[src/sv/rsfc_pkg.sv]
// Shared types and constants for the RS-485 frame stuffing codec.
// No dependencies; used by every module of the block.
package rsfc_pkg;

  // Line codes of the framing scheme
  localparam logic [7:0] MARK_BYTE  = 8'hD7;
  localparam logic [7:0] SYNC_BYTE  = 8'h29;
  localparam logic [7:0] STUFF_BYTE = 8'h00;

  // Header geometry: byte at index LEN_INDEX carries the payload length
  localparam logic [7:0] LEN_INDEX    = 8'd5;
  localparam logic [7:0] RESYNC_INDEX = 8'd2;
  localparam int unsigned HEADER_LEN   = 6;
  localparam int unsigned RESYNC_COUNT = 3;

  // Width used to compare the receive count against header plus length
  localparam int unsigned CMP_W = 9;

  // Default receive buffer depth
  localparam int unsigned BUF_DEPTH_DEFAULT = 256;

  // Transmit header position saturates here
  localparam logic [1:0] TX_POS_MAX = 2'd3;

  // Operation codes
  localparam logic OP_RX = 1'b0;
  localparam logic OP_TX = 1'b1;

  // One result item
  typedef struct packed {
    logic       line_valid;
    logic [7:0] line_byte;
    logic       store_valid;
    logic [7:0] store_index;
    logic [7:0] store_byte;
    logic       header_resync;
    logic       frame_done;
    logic       overflow;
    logic       last;
  } res_t;

  // Transmit side output: one or two result items
  typedef struct packed {
    res_t first;
    res_t second;
    logic two;
  } tx_res_t;

endpackage

[src/sv/rsfc_rx_deframer.sv]
// Receive deframer: unstuffing, header resync, length capture, frame end and overflow.
// Depends on rsfc_pkg for codes, constants and the result type.
module rsfc_rx_deframer #(
  parameter int unsigned BUF_DEPTH = rsfc_pkg::BUF_DEPTH_DEFAULT
) (
  input  logic              clk,
  input  logic              rst,
  input  logic              rx_step,
  input  logic              tx_step,
  input  logic [7:0]        data_byte,
  output rsfc_pkg::res_t    res
);

  localparam int unsigned CNT_W = $clog2(BUF_DEPTH + 1);

  logic [CNT_W-1:0] rx_count, rx_count_next;
  logic             escape_flag, escape_flag_next;
  logic [7:0]       length_field, length_field_next;

  logic                       store;
  logic [rsfc_pkg::CMP_W-1:0] count_ext;
  logic [rsfc_pkg::CMP_W-1:0] frame_end;

  // Decode one line byte against the current receive state
  always_comb begin
    res               = '0;
    res.last          = 1'b1;
    store             = 1'b0;
    rx_count_next     = rx_count;
    escape_flag_next  = escape_flag;
    length_field_next = length_field;

    if (rx_count >= CNT_W'(BUF_DEPTH)) begin
      res.overflow     = 1'b1;
      rx_count_next    = '0;
      escape_flag_next = 1'b0;
    end else begin
      case (data_byte)
        rsfc_pkg::MARK_BYTE: begin
          store            = 1'b1;
          escape_flag_next = 1'b1;
        end
        rsfc_pkg::SYNC_BYTE: begin
          if (escape_flag) begin
            res.header_resync = 1'b1;
            res.store_valid   = 1'b1;
            res.store_index   = rsfc_pkg::RESYNC_INDEX;
            res.store_byte    = rsfc_pkg::SYNC_BYTE;
            rx_count_next     = CNT_W'(rsfc_pkg::RESYNC_COUNT);
          end else begin
            store = 1'b1;
          end
          escape_flag_next = 1'b0;
        end
        rsfc_pkg::STUFF_BYTE: begin
          // drop a zero that follows a mark byte
          if (escape_flag) begin
            escape_flag_next = 1'b0;
          end else begin
            store = 1'b1;
          end
        end
        default: begin
          store            = 1'b1;
          escape_flag_next = 1'b0;
        end
      endcase

      if (store) begin
        res.store_valid = 1'b1;
        res.store_index = 8'(rx_count);
        res.store_byte  = data_byte;
        rx_count_next   = rx_count + CNT_W'(1);
        if (8'(rx_count) == rsfc_pkg::LEN_INDEX) begin
          length_field_next = data_byte;
        end
      end
    end

    // Close the frame once header plus payload has arrived
    count_ext = rsfc_pkg::CMP_W'(rx_count_next);
    frame_end = rsfc_pkg::CMP_W'(rsfc_pkg::HEADER_LEN)
              + rsfc_pkg::CMP_W'(length_field_next);
    if (!res.overflow && count_ext > rsfc_pkg::CMP_W'(rsfc_pkg::HEADER_LEN)
        && count_ext == frame_end) begin
      res.frame_done   = 1'b1;
      rx_count_next    = '0;
      escape_flag_next = 1'b0;
    end
  end

  // Advance receive state; a transmit item clears the escape flag
  always_ff @(posedge clk) begin
    if (rst) begin
      rx_count     <= '0;
      escape_flag  <= 1'b0;
      length_field <= '0;
    end else if (rx_step) begin
      rx_count     <= rx_count_next;
      escape_flag  <= escape_flag_next;
      length_field <= length_field_next;
    end else if (tx_step) begin
      escape_flag  <= 1'b0;
    end
  end

endmodule

[src/sv/rsfc_tx_framer.sv]
// Transmit framer: passes frame bytes and inserts a zero after a mark byte.
// Depends on rsfc_pkg for codes and result types.
module rsfc_tx_framer (
  input  logic              clk,
  input  logic              rst,
  input  logic              tx_step,
  input  logic [7:0]        data_byte,
  input  logic              tx_last,
  output rsfc_pkg::tx_res_t res
);

  logic [1:0] tx_position;
  logic       stuff;

  // Stuff only past the header and never after the final byte
  assign stuff = (tx_position == rsfc_pkg::TX_POS_MAX)
              && (data_byte == rsfc_pkg::MARK_BYTE) && !tx_last;

  always_comb begin
    res                   = '0;
    res.two               = stuff;
    res.first.line_valid  = 1'b1;
    res.first.line_byte   = data_byte;
    res.first.last        = !stuff;
    res.second.line_valid = 1'b1;
    res.second.line_byte  = rsfc_pkg::STUFF_BYTE;
    res.second.last       = 1'b1;
  end

  // Track header position, restart on the final byte
  always_ff @(posedge clk) begin
    if (rst) begin
      tx_position <= '0;
    end else if (tx_step) begin
      if (tx_last) begin
        tx_position <= '0;
      end else if (tx_position != rsfc_pkg::TX_POS_MAX) begin
        tx_position <= tx_position + 2'd1;
      end
    end
  end

endmodule

[src/sv/rsfc_out_buf.sv]
// Two-entry result register: loads one or two result items per input item.
// Depends on rsfc_pkg for the result type.
module rsfc_out_buf (
  input  logic           clk,
  input  logic           rst,
  input  logic           load,
  input  logic           load_two,
  input  rsfc_pkg::res_t load_first,
  input  rsfc_pkg::res_t load_second,
  output logic           can_load,
  output logic           out_valid,
  input  logic           out_ready,
  output rsfc_pkg::res_t out_res
);

  logic [1:0]     fill;
  rsfc_pkg::res_t slot0, slot1;
  logic           pop;

  assign pop       = out_valid && out_ready;
  assign out_valid = (fill != 2'd0);
  assign out_res   = slot0;
  // Room for a new item once the held results drain this cycle
  assign can_load  = (fill == 2'd0) || (fill == 2'd1 && out_ready);

  // Hold count of pending results
  always_ff @(posedge clk) begin
    if (rst) begin
      fill <= '0;
    end else if (load) begin
      fill <= load_two ? 2'd2 : 2'd1;
    end else if (pop) begin
      fill <= fill - 2'd1;
    end
  end

  // Load new results or shift the second one forward
  always_ff @(posedge clk) begin
    if (load) begin
      slot0 <= load_first;
      slot1 <= load_second;
    end else if (pop) begin
      slot0 <= slot1;
    end
  end

endmodule

[src/sv/rs485_frame_stuffing_codec.sv]
// RS-485 frame stuffing codec top level: stream ports, mode select, result buffer.
// Depends on rsfc_pkg, rsfc_rx_deframer, rsfc_tx_framer and rsfc_out_buf.
//
// Half-duplex byte-stuffing framer/deframer. tuser selects the mode of each
// item: 0 = line byte received, 1 = frame byte to transmit (tlast marks the
// frame's final byte). A received byte yields one result; a transmitted byte
// yields one, or two when a 0x00 is stuffed after a 0xD7 past the header.
// Each item is decoded combinationally into a two-entry result register, so a
// new item is taken every cycle while the output side keeps up. Input is held
// back while both results of a stuffing item are pending, or while a pending
// result is not taken. No memory clearing pass is needed after reset.
module rs485_frame_stuffing_codec #(
  parameter int unsigned BUF_DEPTH = rsfc_pkg::BUF_DEPTH_DEFAULT
) (
  input  logic        clk,
  input  logic        rst,
  input  logic        s_axis_tvalid,
  output logic        s_axis_tready,
  input  logic [7:0]  s_axis_tdata,   // [7:0] data_byte
  input  logic        s_axis_tuser,   // [0] op
  input  logic        s_axis_tlast,
  output logic        m_axis_tvalid,
  input  logic        m_axis_tready,
  output logic [23:0] m_axis_tdata,   // [7:0] line_byte, [15:8] store_index,
                                      // [23:16] store_byte
  output logic [4:0]  m_axis_tuser,   // [0] line_valid, [1] store_valid,
                                      // [2] header_resync, [3] frame_done,
                                      // [4] overflow
  output logic        m_axis_tlast
);

  logic              accept;
  logic              rx_step, tx_step;
  rsfc_pkg::res_t    rx_res;
  rsfc_pkg::tx_res_t tx_res;
  rsfc_pkg::res_t    first, out_res;

  assign accept  = s_axis_tvalid && s_axis_tready;
  assign rx_step = accept && (s_axis_tuser == rsfc_pkg::OP_RX);
  assign tx_step = accept && (s_axis_tuser == rsfc_pkg::OP_TX);

  rsfc_rx_deframer #(
    .BUF_DEPTH (BUF_DEPTH)
  ) u_rx (
    .clk       (clk),
    .rst       (rst),
    .rx_step   (rx_step),
    .tx_step   (tx_step),
    .data_byte (s_axis_tdata),
    .res       (rx_res)
  );

  rsfc_tx_framer u_tx (
    .clk       (clk),
    .rst       (rst),
    .tx_step   (tx_step),
    .data_byte (s_axis_tdata),
    .tx_last   (s_axis_tlast),
    .res       (tx_res)
  );

  // Select the result of the active mode
  assign first = (s_axis_tuser == rsfc_pkg::OP_TX) ? tx_res.first : rx_res;

  rsfc_out_buf u_out (
    .clk         (clk),
    .rst         (rst),
    .load        (accept),
    .load_two    (tx_step && tx_res.two),
    .load_first  (first),
    .load_second (tx_res.second),
    .can_load    (s_axis_tready),
    .out_valid   (m_axis_tvalid),
    .out_ready   (m_axis_tready),
    .out_res     (out_res)
  );

  // Pack the result item onto the master stream
  assign m_axis_tdata = {out_res.store_byte, out_res.store_index, out_res.line_byte};
  assign m_axis_tuser = {out_res.overflow, out_res.frame_done, out_res.header_resync,
                         out_res.store_valid, out_res.line_valid};
  assign m_axis_tlast = out_res.last;

endmodule
[config.mk]
export PLATFORM = sky130hd
export DESIGN_NAME = rs485_frame_stuffing_codec
export DESIGN_NICKNAME = d
export VERILOG_FILES = /design/src/sv/rsfc_pkg.sv /design/src/sv/rsfc_rx_deframer.sv /design/src/sv/rsfc_tx_framer.sv /design/src/sv/rsfc_out_buf.sv /design/src/sv/rs485_frame_stuffing_codec.sv
export SDC_FILE = /design/constraint.sdc
export NUM_CORES = 1
export LEC_CHECK = 0
export BUFFER_PORTS_ARGS = -buffer_cell sky130_fd_sc_hd__buf_2
export CAP_MARGIN = 40
export CORE_MARGIN = 2
export CORE_UTILIZATION = 45
export DETAILED_ROUTE_END_ITERATION = 8
export PLACE_DENSITY = 0.68
export SYNTH_ARGS = -nofsm -noshare
export SYNTH_HDL_FRONTEND = slang
export SYNTH_SLANG_ARGS = --single-unit
[constraint.sdc]
create_clock -name clk -period 7 [get_ports clk]
set_input_delay 0.35 -clock clk [delete_from_list [all_inputs] [get_ports clk]]
set_output_delay 0.35 -clock clk [all_outputs]
set_load 0.03 [all_outputs]
# After elaboration in Yosys (flattened, before gate mapping)
# Cells that the tools add are included.
[totals]
inputBits = 14
output_inout_bits = 32
reg_bits = 52
word_cells = 80
[classes]
bitwise = 1
reduce_logical = 22
magnitude_cmp = 2
eq_ne = 7
n_addsub = 4
mux = 30
[op_table]
columns = ["operator", "count"]
rows = [
  ["2-to-1 mux 30 bit", 3],
  ["2-to-1 mux 18 bit", 3],
  ["2-to-1 mux 9 bit", 5],
  ["2-to-1 mux 8 bit", 3],
  ["2-to-1 mux 17 bit", 1],
  ["logical AND 1 bit", 10],
  ["2-to-1 mux 1 bit", 10],
  ["2-to-1 mux 2 bit", 5],
  ["adder 3 x 8 -> 9 bit, first input constant", 1],
  ["adder 9 x 1 -> 9 bit, second input constant", 1],
  ["== test 9 bit", 1],
  ["greater-or-equal comparator 9 bit, second input constant", 1],
  ["greater-than comparator 9 x 3 -> 1 bit, second input constant", 1],
  ["== test 8 x 3 -> 1 bit, second input constant", 1],
  ["== test 8 x 6 -> 1 bit, second input constant", 1],
  ["== test 8 bit, second input constant", 1],
  ["zero test 8 bit", 1],
  ["nonzero test 2 bit", 4],
  ["zero test 1 bit", 3],
  ["adder 2 x 1 -> 2 bit, second input constant", 1],
  ["== test 2 x 1 -> 1 bit, second input constant", 1],
  ["== test 2 bit, second input constant", 1],
  ["zero test 2 bit", 1],
  ["inequality test 2 bit, second input constant", 1],
  ["other kinds (5)", 5],
]

# Longest topological paths before layout
# Gate-level depths: netlist (run 1).
[depth]
word_depth = 12
depth_mapped = 15

# Modules after synthesis
# A second synthesis (run 1) with hierarchy kept.
[unflattened]
cells_unflattened = 479
hier_area_um2 = 5500.3
[by_module_without_submodules]
columns = ["mod", "area_per_inst_um2", "instances", "cells_each", "seq_area_each_um2"]
rows = [
  ["rsfc_out_buf", 2467.4, 1, 113, 1841.8],
  ["rsfc_rx_deframer", 1900.6, 1, 249, 360.3],
  ["rsfc_tx_framer", 600.6, 1, 79, 40.0],
  ["rs485_frame_stuffing_codec", 531.8, 1, 38, 0.0],
]

# Worst setup path before layout (run 1)
# No wires, ideal clock.
[synth_timing]
path_kind = "input to register"
from = "input s_axis_tdata[5]"
to = "register u_rx.rx_count[2]"
t_arrival_ns = 3.259
path_slack_ns = 3.624
setup_ns = 0.117
stages = 15
cell_sequence = "clkbuf_1 and3_1 o211a_1 buf_4 nor2_2 mux2i_1 ha_1 nor3_1 xnor2_1 mux2i_1 xnor2_1 nor4_1 nand3_1 buf_6 a32o_1"
[synth_between]
elab_chain_cells = 10
word_cells_on_any_way = 17
cone_classes = "add/sub: 1; order compare: 1; eq/ne: 2; mux: 9; reduce/logical: 4"
[synth_rtl]
columns = ["item", "line", "text"]
rows = [
  ["start: declaration", "rs485_frame_stuffing_codec.sv:19", "input logic [7:0] s_axis_tdata,"],
  ["== test 8 x 6 -> 1 bit / zero test 8 bit (equally long branches)", "rsfc_rx_deframer.sv:38", "case (data_byte)"],
  ["OR reduction 2 bit (no source line)", "n/a", ""],
  ["2-to-1 mux 1 bit", "n/a", ""],
  ["2-to-1 mux 1 bit", "rsfc_rx_deframer.sv:33", "if (rx_count >= CNT_W'(BUF_DEPTH)) begin"],
  ["2-to-1 mux 8 bit / 2-to-1 mux 9 bit (equally long branches)", "rsfc_rx_deframer.sv:69", "if (store) begin"],
  ["2-to-1 mux 8 bit / 2-to-1 mux 9 bit (equally long branches)", "rsfc_rx_deframer.sv:33", ""],
  ["adder 3 x 8 -> 9 bit / greater-than comparator 9 x 3 -> 1 bit (equally long branches)", "rsfc_rx_deframer.sv:83, rsfc_rx_deframer.sv:84", ""],
  ["== test 9 bit / logical AND 1 bit (equally long branches)", "rsfc_rx_deframer.sv:85, rsfc_rx_deframer.sv:84", ""],
  ["logical AND 1 bit", "rsfc_rx_deframer.sv:85", "&& count_ext == frame_end) begin"],
  ["2-to-1 mux 9 bit *", "rsfc_rx_deframer.sv:84", "if (!res.overflow && count_ext > rsfc_pkg::CMP_W'(rsfc_pkg::HEADER_LEN)"],
  ["end signal: assignment", "rsfc_rx_deframer.sv:99", "rx_count <= rx_count_next;"],
  ["end: declaration", "rsfc_rx_deframer.sv:16", "logic [CNT_W-1:0] rx_count, rx_count_next;"],
]
# Every way passes the cells marked *; elsewhere a longest branch is shown, timed or not. The select of a mux whose other input is x is not followed.
# A chain may end at the register's enable or synchronous reset.

# Worst setup path in the final report (run 1)
[layout_timing]
from = "register u_rx.rx_count[8]"
to = "register u_rx.rx_count[8]"
[layout_between]
elab_chain_cells = 8
word_cells_on_any_way = 15
cone_classes = "add/sub: 2; order compare: 2; eq/ne: 1; mux: 7; reduce/logical: 3"
[layout_rtl]
columns = ["item", "line"]
rows = [
  ["parallel branches: the longest is 7 deep, another holds greater-or-equal comparator 9 bit", "n/a"],
  ["2-to-1 mux 9 bit *", "rsfc_rx_deframer.sv:84"],
]
# Mark *: on every way between the ends.

==> results_dict.tcl, run 1 <==
set metrics [dict create \
    outcome "completed" \
    slew_headroom 0.5944 \
    worst_setup_path_end_kind "flop" \
    maxSlewViolCount 0 \
    worstSetupPathType "flop to flop" \
    io_buffers 45 \
    detailed_place_hpwl_microns 4591 \
    grt-ovfl-total 0 \
    yosysUniqueCellTypes 56 \
    clk_path_buf_depth 2 \
    die-height_microns 83.43 \
    cts_tree "done" \
    use_met2 0.2845 \
    hold_viol 0 \
    max_clock_freq_mhz 261.1 \
    antennaDiodeCount 0 \
    grt_setup_unrepaired "no" \
    synth.area.top_cells "edfxtp_1, dfxtp_1, and3_1" \
    grt_max_degree 23 \
    synthTopCellsByCount "edfxtp_1, and3_1, nor2_1, dfxtp_1, mux2i_1" \
    setup_viol 0 \
    synth_seq_area_share 0.4725 \
    yosysTopAreaCellShare 0.3173 \
    htreeDepth 2 \
    cp_data_required_time_ns 7.20 \
    seq_area_sq_um 1341 \
    post_drt_wl_per_cell_microns 16.46 \
    placed_area_sq_um 3123 \
    fin_cells 383 \
    busiest_layer "met2" \
    reg2reg_setup_slack_ns 3.17 \
    post-place-cells 375 \
    rows 28 \
    arrival_ns 4.03 \
    coreArea_sq_um 6026 \
    hold_path.class "input port to flop" \
    antenna_found_initial 0 \
    slowest_stage "nor2_2" \
    reg2reg_depth 12 \
    post-cts-setup-buffers 0 \
    n_fill_cell 546 \
    ys_ff_latch 52 \
    finalNetCount 328 \
    synth_nets 287 \
    syn_inst 266 \
    clock-sinks 52 \
    drc 0 \
    critical_path.cell_chain "nor4_1, nand4_1, nor2_2, mux2i_1, ha_1, nor3_1, xnor2_1, mux2i_1, xnor2_1, nor4_1, nand3_1, a32o_1" \
    ant_nets 0 \
    firstDrtPassIters 4 \
    crit_family "simple AND/OR/NAND/NOR gates" \
    clk-insertion-delay-late_ns 0.30 \
    io_pins 46 \
    cts_made_buffers 5 \
    grtUsageTotal 0.1840 \
    crit_buf_inv 0 \
    postCtsHoldBufs 0 \
    cp_max_fo 11 \
    drt_first_iter_violations 175 \
    grt_pass1_wl_microns 10340 \
    ys_async_sr_fraction 0 \
    worstHoldPathCells 4 \
    startpoint_type "flop" \
    max_cap_viol_count 0 \
    initial_core_util 0.4711 \
    tns_ns 0 \
    cpPeakStageDelay_ns 0.45 \
    max-vdd-ir-drop_uv 124.1 \
    die_x_microns 83.43 \
    grt_pass1_vias 2007 \
    ctsResizeCount 0 \
    synth_warnings 0 \
    gp_congestion 0.8349 \
    stdcell_area_sq_um 3212 \
    multi_input_area_sq_um 1378 \
    synth_top_area_cell "edfxtp_1" \
    syn-cell-area_sq_um 2839 \
    timing.rr.end "u_rx.rx_count[8]$_SDFFE_PP0P_" \
    syn_to_final_growth_pct 13.13 \
    synthFlopType "edfxtp_1" \
    grt_util_met3 0.03280 \
    vias_per_cell 5.692 \
    die-area_sq_um 6961 \
    via_count 2180 \
    layout_min_cycle_time_ns 3.830 \
    min_from "m_axis_tready" \
    p_per_area_nw_per_um2 222.5 \
    path_clk_slew_ns 0.09 \
    fin_skew_ns 0.008034 \
    synth_edf_count 30 \
    tightest_slew_ns 0.6062 \
    synth_most_common_cell "edfxtp_1" \
    use_met1 0.2693 \
    drt-total-wl_microns 6305 \
    p_leak_uw 0.001260 \
    drive_gt1_frac 0.2273 \
    cts-root-buf "clkbuf_8" \
    r2r-start "u_rx.rx_count[8]$_SDFFE_PP0P_" \
    min_to "u_out.fill[0]$_SDFFE_PP0P_" \
    syn_area_per_cell_sq_um 10.67 \
    fin_crit_sh 0.5471 \
]
-- worst register-to-register path, delay by kind of cell, from the launching register on --
kind	cells	cell delay (ns)
AOI/OAI and AO/OA	1	0.40
adders and majority gates	1	0.32
muxes	2	0.32
xor gates and xnor gates	2	0.29
and+or+nand+nor	6	2.01
DFF	1	0.38
-- report_power, final --
| group | leakage (uW) | total [uW] | switching, uW | internal [uW] |
|---|---|---|---|---|
| Sequential | 0.000482 | 369 | 9.76 | 359 |
| Combinational | 0.000737 | 178 | 125 | 52.6 |
| Clock | 0.0000414 | 168 | 96.5 | 71.2 |
| Total | 0.00126 | 715 | 232 | 483 |
-- cell type report --
cell class | count | share of cell area
repair buffers | 48 | 0.08259
clock buffers | 6 | 0.02259
multi-input cells | 188 | 0.4289
clock inverters | 2 | 0.005064
flip-flops and latches | 52 | 0.4176
inverters | 12 | 0.01402
well taps | 75 | 0.02922
-- metal layers --
metal | share of wire | routed length [microns]
met5 | 0 | 0
met4 | 0.0094 | 59
met2 | 0.45 | 2868
met1 | 0.48 | 3035
met3 | 0.054 | 342
-- worst max-delay path by stage --
| stage | to | slack [ns] | cells after the start | from |
|---|---|---|---|---|
| 3_3_place_gp | u_rx.rx_count[6]$_SDFFE_PP0P_ | 3.28 | 13 | s_axis_tdata[3] |
| 4_1_cts | u_rx.rx_count[8]$_SDFFE_PP0P_ | 3.17 | 12 | u_rx.rx_count[8]$_SDFFE_PP0P_ |
| 6_report | u_rx.rx_count[8]$_SDFFE_PP0P_ | 3.17 | 12 | u_rx.rx_count[8]$_SDFFE_PP0P_ |
| 5_1_grt | u_rx.rx_count[3]$_SDFFE_PP0P_ | 2.79 | 12 | u_rx.rx_count[8]$_SDFFE_PP0P_ |
| 3_5_place_dp | u_rx.rx_count[8]$_SDFFE_PP0P_ | 3.16 | 13 | s_axis_tdata[3] |
| 2_1_floorplan | u_rx.rx_count[2]$_SDFFE_PP0P_ | 3.62 | 15 | s_axis_tdata[5] |
-- registers in the layout, summed over array words and instances, names as in the netlist --
name	count
u_out.fill	2
u_rx.escape_flag	1
u_rx.length_field	8
u_rx.rx_count	9
u_out.out_res	30
u_tx.tx_position	2
-- kinds of logic (layout without fill, tap and decap cells) --
kind of cell / Yosys count / in the layout / synth area share
and+or+nand+nor: 108 / 108 / 0.2248
xor gates and xnor gates: 15 / 15 / 0.05112
adders and majority gates: 7 / 7 / 0.03085
AOI/OAI and AO/OA: 42 / 42 / 0.1221
DFF: 52 / 52 / 0.4725
muxes: 16 / 16 / 0.05641
buffers and inverters: 26 / 68 / 0.04230
-- per-stage QoR --
step,worst slack (ns),power [uW],util,hold slack [ns]
finish,3.170,714.5,0.5330,0.4029
global route,2.790,747.3,0.5330,0.4290
CTS,3.174,720.5,0.5330,0.3875
detailed placement,3.164,554.7,0.5183,0.4753
global placement,3.282,545.7,0.5129,0.4651
floorplan,3.624,500.6,-,0.4493
-- cells in the final DEF, fill, tap and decap left out, types with 5 or more instances in the layout --
cell / Yosys / final
edfxtp_1: 30 / 30
a32o_1: 9 / 9
nor2_1: 23 / 23
ha_1: 7 / 7
a21oi_1: 5 / 5
xnor2_1: 13 / 13
clkbuf_8: 0 / 5
inv_1: 12 / 12
and3_1: 28 / 28
mux2i_1: 16 / 16
nor3_1: 7 / 7
buf_2: 0 / 46
dfxtp_1: 22 / 22
nand2_1: 14 / 14
nand3_1: 6 / 6
Note: power is estimated with default switching activity, not from simulation.
==> run 2: changes to the inputs <==
--- a/config.mk
+++ b/config.mk
@@ -10,7 +10,7 @@
 export CORE_MARGIN = 2
 export CORE_UTILIZATION = 45
 export DETAILED_ROUTE_END_ITERATION = 8
-export PLACE_DENSITY = 0.68
+export PLACE_DENSITY = 0.7
 export SYNTH_ARGS = -nofsm -noshare
 export SYNTH_HDL_FRONTEND = slang
 export SYNTH_SLANG_ARGS = --single-unit
==> constraint.sdc (replaced) <==
create_clock -name clk -period 3.1 [get_ports clk]
set_input_delay 0.155 -clock clk [delete_from_list [all_inputs] [get_ports clk]]
set_output_delay 0.155 -clock clk [all_outputs]
set_load 0.03 [all_outputs]
==> run 2 against run 1 <==
Against the previous run:
- global-route usage is 0.71 points higher
- cell count is 6.0% higher
- non-clock buffer count is 23 higher
- critical path depth is 1 lower
- core utilization is 3.5 points higher
- die area stayed put
- sequential share of layout area is 2.5 points lower
- via count is 5.9% higher
==> results_dict.tcl, run 2 (synthesis results as in run 1) <==
set metrics [dict create \
    grt-ovfl-total 0 \
    post-cts-setup-buffers 0 \
    worstHoldPathCells 4 \
    max-vdd-ir-drop_uv 277.8 \
    gp_congestion 0.8301 \
    via_count 2308 \
    grt_setup_unrepaired "no" \
    rows 28 \
    firstDrtPassIters 5 \
    grt_max_degree 31 \
    grt_pass1_wl_microns 10850 \
    drt-total-wl_microns 6530 \
    initial_core_util 0.4711 \
    path_clk_slew_ns 0.09 \
    maxSlewViolCount 0 \
    cp_max_fo 11 \
    hold_viol 0 \
    fin_cells 406 \
    p_per_area_nw_per_um2 498.3 \
    drc 0 \
    pwr-share-comb 0.240 \
    sequentialPowerShare 0.487 \
    die-height_microns 83.43 \
    syn_to_final_growth_pct 20.49 \
    antenna_found_initial 0 \
    p_switching_uw 531.5 \
    die-area_sq_um 6961 \
    finalNetCount 351 \
    worstSetupPathType "flop to flop" \
    clkPwrFrac 0.272 \
    post_drt_wl_per_cell_microns 16.08 \
    p_leak_uw 0.001390 \
    worst_setup_path_end_kind "flop" \
    detailed_place_hpwl_microns 5045 \
    postCtsHoldBufs 0 \
    antennaDiodeCount 0 \
    cts_tree "done" \
    io_buffers 45 \
    drive_gt1_frac 0.2931 \
    cts_made_buffers 5 \
    setup_viol 0 \
    grt_pass1_vias 2174 \
    arrival_ns 3.06 \
    stdcell_area_sq_um 3421 \
    clock-sinks 52 \
    fin_skew_ns 0.007012 \
    hold_path.class "input port to flop" \
    clk-insertion-delay-late_ns 0.31 \
    coreArea_sq_um 6026 \
    cellInternalPower_uw 1173 \
    ant_nets 0 \
    fin_crit_sh 0.9243 \
    outcome "completed" \
    vias_per_cell 5.685 \
    tns_ns 0 \
    reg2reg_depth 11 \
    cts-root-buf "clkbuf_8" \
    die_x_microns 83.43 \
    max_cap_viol_count 0 \
    swShare 0.3118 \
    slew_headroom 0.6356 \
    startpoint_type "flop" \
    mostFrequentLayoutCells "buf_2, edfxtp_1, and3_1" \
    grtUsageTotal 0.1911 \
    post-place-cells 398 \
    final_common_cell "buf_2" \
    htreeDepth 2 \
    largest_register_ffs 30 \
    layout_min_cycle_time_ns 2.865 \
    drt_first_iter_violations 237 \
    io_pins 46 \
    max_clock_freq_mhz 349.0 \
    cp_data_required_time_ns 3.30 \
    p_total_uw 1705 \
    placed_area_sq_um 3287 \
    clk_path_buf_depth 2 \
    tightest_slew_ns 0.5445 \
]
==> run 2: layout make-up <==
type	count	area (sq um)
multi-input combinational	188	1404
clock inverter	3	42.54
sequential	52	1343
tap	75	93.84
clock buffer	5	68.82
timing repair buffer	71	424.2
inverter	12	45.04
fill	530	2605
==> run 2: final timing paths <==
check,startpoint,end,slack (ns)
setup / recovery,u_rx.rx_count[5]$_SDFFE_PP0P_,u_rx.rx_count[1]$_SDFFE_PP0P_,0.23
hold / removal,s_axis_tlast,u_tx.tx_position[0]$_SDFFE_PP0P_,0.22
setup reg to reg,u_rx.rx_count[5]$_SDFFE_PP0P_,u_rx.rx_count[1]$_SDFFE_PP0P_,0.23
hold reg to reg,u_out.fill[0]$_SDFFE_PP0P_,u_out.fill[0]$_SDFFE_PP0P_,0.49
==> run 2: power by group through the flow <==
stage	clock network (uW)	registers, uW	logic (uW)
final	464	831	409
after global routing	503	838	437
after CTS	471	832	409
after detailed placement	0	848	408
after global placement	0	844	403
after floorplan	0	968	163
==> run 2: critical path: stages (launching register included) <==
cell and delay, ns:
dfxtp_2 0.35, nor4_4 0.28, nand4_1 0.21, nor2_4 0.17, mux2i_1 0.25, ha_2 0.26, a21oi_2 0.05, xnor3_1 0.36
nor4_1 0.29, nand3_1 0.13, buf_6 0.16, a32o_1 0.25
==> run 2: per-stage QoR <==
step / worst slack [ns] / utilization / hold slack (ns)
CTS: 0.08619 / 0.5640 / 0.2056
finish: 0.2347 / 0.5677 / 0.2163
floorplan: 0.003766 / - / 0.3021
global placement: 0.1739 / 0.5455 / 0.4665
global route: 0.007274 / 0.5677 / 0.2185
detailed placement: 0.09977 / 0.5455 / 0.4699
==> run 2: layer usage <==
metal | GRT usage | vias to the layer above | routed length, microns
met2 | 0.2984 | 82 | 3042
met4 | 0.04985 | 0 | 94
met3 | 0.03280 | 9 | 452
met1 | 0.2762 | 1084 | 2941
li1 | - | 1133 | -
met5 | 0 | - | 0
==> run 2: repair_timing <==
item / CTS / global route
endpoints found under the hold margin: 0 / 0
resized for setup: 0 / 5
endpoints found under the setup margin: 0 / 11
